==> config.mk <==
export PLATFORM = sky130hd
export DESIGN_NAME = lia_queue
export DESIGN_NICKNAME = d
export VERILOG_FILES = /design/src/rtl/core/lia_pkg.sv /design/src/rtl/core/lia_queue.sv
export SDC_FILE = /design/constraint.sdc
export NUM_CORES = 1
export LEC_CHECK = 0
export ABC_CLOCK_PERIOD_IN_PS = 7940
export CAP_MARGIN = 20
export CORE_ASPECT_RATIO = 1.75
export CORE_UTILIZATION = 40
export CTS_CLUSTER_SIZE = 10
export DETAILED_ROUTE_END_ITERATION = 8
export DONT_BUFFER_PORTS = 1
export PLACE_DENSITY = 0.57
export SYNTH_ARGS = -nofsm -noshare
export SYNTH_HDL_FRONTEND = slang
export SYNTH_SLANG_ARGS = --single-unit
==> constraint.sdc <==
create_clock -name clk -period 7.94 [get_ports clk]
set_input_delay 1.588 -clock clk [delete_from_list [all_inputs] [get_ports clk]]
set_output_delay 1.588 -clock clk [all_outputs]
set_load 0.005 [all_outputs]
==> src/rtl/core/lia_pkg.sv <==
package lia_pkg;

  // Configuration register indexes.
  localparam logic [1:0] REG_ORIGIN_X = 2'd0;
  localparam logic [1:0] REG_ORIGIN_Y = 2'd1;
  localparam logic [1:0] REG_ORIGIN_Z = 2'd2;

  localparam logic [14:0] COS_CLAMP = 15'd32764;
  localparam logic [13:0] ANGLE_MAX = 14'd11520;

  localparam int CORDIC_STEPS = 18;

  // atan(2^-i) in 1/65536 degree, rounded to nearest.
  localparam logic [21:0] ATAN_TAB [CORDIC_STEPS] = '{
    22'd2949120, 22'd1740967, 22'd919879, 22'd466945, 22'd234379, 22'd117304,
    22'd58666, 22'd29335, 22'd14668, 22'd7334, 22'd3667, 22'd1833,
    22'd917, 22'd458, 22'd229, 22'd115, 22'd57, 22'd29
  };

  // One classified point as it travels from the front part to the back part.
  typedef struct packed {
    logic [49:0] sum_sq;  // squared range in mm^2
    logic [40:0] mag;     // |n . d| in Q1.15 mm
    logic        inv;     // point coincides with the origin
  } q_entry_t;

endpackage

==> src/rtl/core/lia_queue.sv <==
module lia_queue
  import lia_pkg::*;
#(
  parameter int QUEUE_DEPTH = 8,
  parameter int CW = $clog2(QUEUE_DEPTH + 1)
) (
  input  logic          clk,
  input  logic          rst,
  input  logic          push,
  input  q_entry_t      push_entry,
  input  logic          pop,
  output logic          head_valid,
  output q_entry_t      head_entry,
  output logic [CW-1:0] count
);

  localparam int AW = $clog2(QUEUE_DEPTH);

  q_entry_t      slots [QUEUE_DEPTH];
  logic [AW-1:0] wr_ptr, rd_ptr;

  always_ff @(posedge clk) begin
    if (rst) begin
      wr_ptr <= '0;
      rd_ptr <= '0;
      count  <= '0;
    end else begin
      if (push) begin
        wr_ptr <= (wr_ptr == AW'(QUEUE_DEPTH - 1)) ? '0 : wr_ptr + 1'b1;
      end
      if (pop) begin
        rd_ptr <= (rd_ptr == AW'(QUEUE_DEPTH - 1)) ? '0 : rd_ptr + 1'b1;
      end
      count <= count + CW'(push) - CW'(pop);
    end
  end

  always_ff @(posedge clk) begin
    if (push) begin
      slots[wr_ptr] <= push_entry;
    end
  end

  assign head_valid = count != '0;
  assign head_entry = slots[rd_ptr];

endmodule

# Word level (Yosys, flattened, before mapping)
# Memories as Yosys holds them, arrays and structs flattened. A register that Yosys moved wholly into a read port is not among the register bits.
# Index checks and enable logic that the tools add are counted.
[classes] addsub=4 multipliers=0 div=0 n_lt_le_gt_ge=0 n_eq_ne=2 n_shift=0 muxes=6 bitwise_logic=0 reduce_logical=1
[ops] cell="2-to-1 mux 3 bit" count=4
[ops] cell="adder 3 x 1 -> 3 bit (second input constant)" count=2
[ops] cell="== test 3 bit (second input constant)" count=2
[ops] cell="adder 4 x 1 -> 4 bit" count=1
[ops] cell="nonzero test 4 bit" count=1
[ops] cell="subtractor 4 x 1 -> 4 bit" count=1
[ops] cell="2-to-1 mux 1 bit" count=2
[word_totals] reg_bits=10 latchBits=0 mem_bits_rw=736 rom_bits=0 inputBits=96 out_inout_bits=97 word_cells=17 mem_count=1
[mem_list] memory="slots" words=8 word_bits=92 rd=1 rd_ports_with_merged_regs=1 wr=1 line_no="lia_queue.sv:19" rtl="q_entry_t slots [QUEUE_DEPTH];"

# Longest topological paths before layout
# Gate-level depths: netlist of the first run.
[depth] ltp_word=4 depth_mapped=7 depth_no_buf=7

# Least setup slack after synthesis of the first run
# No wires, ideal clock.
[synth_path] path_kind="input to register" start="input port push" end="memory slots[0][0] in the netlist's numbering, enable pin" setup_ns=0.656 arrival_ns=7.921 required_time_ns=7.284 path_slack_ns=-0.636 path_stages=2 path_buffers=0 cell_sequence="nand2b_1 > nor3_1"
[synth_between] elab_chain_cells=2
[synth_rtl] element="start: declaration" line_no="lia_queue.sv:9" rtl="input logic push,"
[synth_rtl] element="2-to-1 mux 1 bit" line_no="lia_queue.sv:39" rtl="if (push) begin"
[synth_rtl] element="2-to-1 mux 1 bit (not written as such)" line_no="lia_queue.sv:40" rtl="slots[wr_ptr] <= push_entry;"
[synth_rtl] element="end: declaration" line_no="lia_queue.sv:19"
# Every way passes these cells.

==> results of run 1 <==
power groups by stage:
| stage | combinational (mW) | clock (mW) | sequential, mW |
|---|---|---|---|
| 2_1_floorplan | 0.317 | 0 | 4.54 |
| 3_3_place_gp | 0.400 | 0 | 4.55 |
| 3_5_place_dp | 0.405 | 0 | 4.55 |
| 4_1_cts | 0.407 | 3.51 | 4.47 |
| 5_1_grt | 0.426 | 3.64 | 4.48 |
| 6_report | 0.390 | 3.42 | 4.47 |
synthesized netlist by cell type (all sizes together), types with 2 or more instances:
master	instances
buf	35
nor2	11
dfxtp	13
inv	7
a21oi	5
nand2	3
nand3b	2
nand2b	6
mux2	92
nand3	2
clkbuf	17
edfxtp	736
nor3	2
mux2i	2
ha	9
mux4	184
nor2b	3
path summary, 6_finish.rpt:
path / from / endpoint / slack [ns]
setup / recovery: flop / head_entry[62] / 3.14
hold / removal: rd_ptr[1] / flop / 0.47
setup reg to reg: wr_ptr[1] / slots[3][56] / 5.42
hold reg to reg: rd_ptr[1] / flop / 0.47
routing by layer:
layer | up-vias | share of wire (%)
met2 | 287 | 52
li1 | 4919 | -
met4 | 0 | 2.4
met1 | 6277 | 39
met3 | 94 | 6.8
met5 | - | 0
kinds of logic after synthesis:
kind of cell    synth area share, %
flops                         79.14
simple gates                 0.5358
fa+ha+maj                    0.4694
mux                           18.40
buf+inv                       1.280
xor+xnor                    0.03100
compound gates               0.1373
critical path: cells and delay by family (launching register included):
family | cells | cell delay [ns]
muxes | 2 | 0.75
buffers and inverters | 1 | 0.81
DFF | 1 | 1.01
layout make-up:
cell class / instances / area [um2] / share of cell area (%)
Clock buffer: 96 / 2232 / 7.047
Clock inverter: 6 / 83.83 / 0.2647
Inverter: 7 / 26.28 / 0.08296
Multi-Input combinational cell: 326 / 5599 / 17.68
Sequential cell: 749 / 22370 / 70.64
Tap cell: 910 / 1139 / 3.595
Timing Repair Buffer: 26 / 220.2 / 0.6953
state kept, by name, indices dropped and copies added, names as in the netlist, named ones only:
name    cells
slots     736
count       4
wr_ptr      3
rd_ptr      3
stage by stage:
| step | setup WS [ns] | std cells | cell area [um2] | total power, mW | util [%] |
|---|---|---|---|---|---|
| floorplan | 1.851 | 1134 | 28260 | 4.855 | - |
| global placement | 3.692 | 2018 | 29360 | 4.949 | 42.14 |
| detailed placement | 3.652 | 2018 | 29360 | 4.958 | 42.14 |
| CTS | 2.964 | 2120 | 31670 | 8.391 | 45.46 |
| global route | 2.942 | 2120 | 31670 | 8.541 | 45.46 |
| finish | 3.138 | 2120 | 31670 | 8.277 | 45.46 |
==> summary.md, run 1 <==
| Metric | Value |
|---|---|
| GRT met2 Usage | between 20 and 30% |
| Max Cap Violations | 0 |
| Post-synth top area share | 78.22% |
| Chip Height | 353.6 um |
| Vias in the first global route | around 13000 |
| Vias per cell | ~5.5 |
| Initial Util | 40.56% |
| Crit-path cells | buf_4, mux4_2, mux2_2 |
| Status | finished, final reports clean |
| Slowest stage delay, CP | 1.01 ns |
| Final period utilization | 60.48% |
| Die area | 71740 um2 |
| Drt drc | 0 |
| Most frequent cells in the layout | edfxtp_1 (736), mux4_2 (184), mux2_2 (92), clkbuf_16 (88), buf_4 (24) |
| Worst path slowest cell | dfxtp_4 |
| Synth Cell Area | 28250 um2 |
| Critical path type | flop to primary output |
| Maximum root-to-sink buffer count | 3 |
| Die X | just over 200 um |
| Switching power | 1.654 mW |
| WL/cell | 27.24 um |
| Number of library cell types mapped by synthesis | 24 |
| Net count after synthesis | about 1200 |
| Total CTS buffers | 85 |
| Initial DRC count | 592 |
| Yosys top cell by area | edfxtp_1 |
| Vias | 11580 |
| Layout fillers | 5709 |
| Largest net degree at the start of global routing | between 100 and 150 |
| Most common cell after layout, fill and taps aside | edfxtp_1 |
| Ant diodes | 0 |
| Final setup fails | 0 |
| CTS clock-pin slew for the worst setup and hold paths | 0.05 ns |
| Gr ovfl total | 0 |
| Routability Congestion | 0.6947 |
| Class of the most critical hold timing path | flop to flop |
| Post-CTS Resized | 0 |
| Antenna viol nets, final | 0 |
| Yosys reg bits | 749 |
| Row Count | 128 |
| Slew headroom | between 20 and 30% |
| Post-synthesis cell count | ~1100 |
| Syn_area_per_cell | 24.92 um2 |
| Layout Area Growth over Synthesis | 12.10% |
| RSZ-0062 raised after global routing | false |
| Register area share after synthesis | 79.14% |
| Clock Latency Late Sink | between 0.6 and 0.7 ns |
| Reg2reg path depth | 3 |
| CTS Hold Buffers Added | 0 |
| Layout cells sized above 1 | 33.64% |
| CP Launch Type | flop |
| Yosys warnings | 0 |
| Tmin final | 4.802 ns |
| Top area cells in the synthesized netlist | edfxtp_1 (78%), mux4_2 (15%), mux2_2 (3.7%) |
| Main synth FF type | edfxtp_1 |
| Worst-Margin Slew | about 1.1 ns |
| Final TNS setup | 0 ns |
| Crit-path max FO | 62 |
| DRT Pass-1 Iters | 6 |
| Lkg Pwr | 9.539 nW |
| Hpwl dp | a little under 30 mm |
| Total GRT Usage | approximately 16% |
| VDD IR-drop max | 0.2227 mV |
| GR Util met3 | 4.796% |
| Int Power | 6.623 mW |
| Clock skew | between 0.01 and 0.015 ns |
| Port-buffer cells | 0 |
| Setup Buffers After CTS | 0 |
| Slew Viols, Final | 0 |
| Total core area | 69670 um2 |
| Critical path required time | 6.35 ns |
| Antenna violations before repair | 0 |
| Pwr Density | 261.3 nW/um2 |
| CTS tree | built |
| Worst hold stages | 2 |
| Crit end category | primary output |
| Root Driver | clkbuf_16 |
| Final wirelength | 57.75 mm |
| GRT busiest layer | met2 |
| Hold Violations, Final | 0 |
| Ys async rst share | 0% |
| GRT met1 Usage | 18.98% |
| Combinational Power Share | 4.7% |
| Number of synthesized flops with an enable pin | 736 |
| WHS | approximately 0.47 ns |
| CP arrival | ~3.2 ns |
| Max Freq | 208.2 MHz |
| Share of power burned in registers | 54.0% |
| TritonCTS Sinks | roughly 750 |
| Post-layout net count | between 1000 and 1500 |
| Global-route wire length before repair | 84.41 mm |
| Switching Fraction | 19.99% |
| H-Tree Depth | 3 |
| Clk network pwr share | between 40 and 50% |
| Top-Level Pins | a little under 200 |
Note: power is estimated with default switching activity, not from simulation.
==> run 2, diff against run 1 <==
Settings changed: ABC_CLOCK_PERIOD_IN_PS 7940 to 4400.
Clock period 7.94 ns to 4.4 ns, I/O delays scaled along.
==> run 2 against run 1 <==
  * Register-to-register slack worse by 3.2 ns
  * Clock-buffer cell count is 14 higher
  * Worst setup slack worse by 2.1 ns
  * Total power is 81% higher
  * Combinational power is 87% higher
  * Final cell count is 1.0% higher
  * Non-clock buffer count is 7 higher
  * Wire length is 1.3% higher
  * Critical path depth stayed put
  * Clock power is 81% higher
  * Clock skew is 0.00053 ns higher
  * Sequential share of layout area is 0.66 points lower
  * Largest power group unchanged
==> summary.md, run 2 (synthesized netlist as in run 1, its figures left out) <==
| Metric | Value |
|---|---|
| Slew Viols, Final | 0 |
| Ant diodes | 0 |
| Root Driver | clkbuf_16 |
| Die X | 202.9 um |
| Pwr Density | 468.7 nW/um2 |
| Tmin final | 3.399 ns |
| Final setup fails | 0 |
| CTS clock-pin slew for the worst setup and hold paths | 0.05 ns |
| Final period utilization | 77.25% |
| Max Cap Violations | 0 |
| Max reg flops | 736 |
| Most flop-heavy register | slots |
| Most frequent cells in the layout | edfxtp_1 (736), mux4_2 (184), mux2_2 (92), clkbuf_16 (89), clkbuf_1 (21) |
| Status | finished, final reports clean |
| CP arrival | 2.52 ns |
| Final wirelength | 58.51 mm |
| Drt drc | 0 |
| Row Count | 128 |
| Total core area | approximately 70000 um2 |
| Total GRT Usage | 16.73% |
| Gr ovfl total | 0 |
| Chip Height | 353.6 um |
| CTS tree | built |
| Hpwl dp | 31.35 mm |
| Lkg Pwr | 9.639 nW |
| Post-CTS Resized | 0 |
| Antenna violations before repair | 0 |
| Vias | approximately 12000 |
| Layout Area Growth over Synthesis | 13.15% |
| Crit end category | primary output |
| Critical path type | flop to primary output |
| Vias per cell | 5.461 |
| Clock Latency Late Sink | around 0.6 ns |
| Slew headroom | about a third |
| Top-Level Pins | 193 |
| Critical path required time | 3.52 ns |
| Die area | ~70000 um2 |
| DRT Pass-1 Iters | 4 |
| Routability Congestion | 0.6937 |
| Port-buffer cells | 0 |
| CTS Hold Buffers Added | 0 |
| Clock skew | 0.01167 ns |
| WL/cell | 27.31 um |
| Overall power | 14.99 mW |
| CP Launch Type | flop |
| Biggest regs | slots (736), count (4) |
| Global-route wire length before repair | 86.80 mm |
| Initial Util | 40.56% |
| Maximum root-to-sink buffer count | 3 |
| Post-layout net count | roughly 1300 |
| Setup Buffers After CTS | 0 |
| RSZ-0062 raised after global routing | false |
| Hold Violations, Final | 0 |
| Most common cell after layout, fill and taps aside | edfxtp_1 |
| Vias in the first global route | roughly 13000 |
| TritonCTS Sinks | approximately 750 |
| Place WS | between 1.5 and 2 ns |
| H-Tree Depth | 3 |
| VDD IR-drop max | 0.2922 mV |
| Worst setup margin | 1.001 ns |
| Max Freq | approximately 300 MHz |
| Antenna viol nets, final | 0 |
| Layout cells sized above 1 | 33.60% |
| Final Util | 45.89% |
| Class of the most critical hold timing path | input pin to flop |
| Largest net degree at the start of global routing | 93 |
| Initial DRC count | between 500 and 600 |
| Worst-Margin Slew | 0.9696 ns |
| Crit-path max FO | 36 |
| Total CTS buffers | 85 |
==> run 2: power breakdown <==
part           internal [mW]  switching (mW)
logic                  0.363           0.367
registers               8.00          0.0543
clock network           3.62            2.58
total                   12.0            3.00
==> run 2: layout make-up <==
type,count,area (um2)
clock inverter,7,53.80
clock buffer,110,2306
timing repair buffer,33,473.0
inverter,7,26.28
fill,5756,37700
sequential,749,22370
multi-input combinational,326,5599
tap,910,1139
==> run 2: path summary, 6_finish.rpt <==
check	endpoint	slack [ns]	start	cells past startpoint
setup / recovery	head_entry[71]	1.00	flop	3
hold / removal	count[0]	0.33	rst	1
setup reg to reg	slots[3][15]	2.18	wr_ptr[1]	3
hold reg to reg	flop	0.52	rd_ptr[1]	2
==> run 2: per-layer routing <==
layer  vias to the layer above  GRT usage (%)  share of wire [%]
met4                         0          5.474                2.0
li1                       4960              -                  -
met3                        83          5.624                7.5
met1                      6377          19.31                 38
met5                         -              0                  0
met2                       278          29.03                 52
==> run 2: metrics by stage <==
step / setup TNS [ns] / hold slack, ns / std cells / cell area (um2)
floorplan: -658.85 / 0.4566 / 1134 / 28260
CTS: 0 / 0.2793 / 2142 / 31970
detailed placement: 0 / 0.5022 / 2025 / 29610
global route: 0 / 0.2918 / 2142 / 31970
global placement: 0 / 0.5086 / 2025 / 29610
finish: 0 / 0.3317 / 2142 / 31970
==> run 2: worst max-delay path, stage by stage (launching register included) <==
cell and delay [ns]:
dfxtp_4 0.76, buf_4 0.42, mux4_2 0.36, mux2_2 0.31
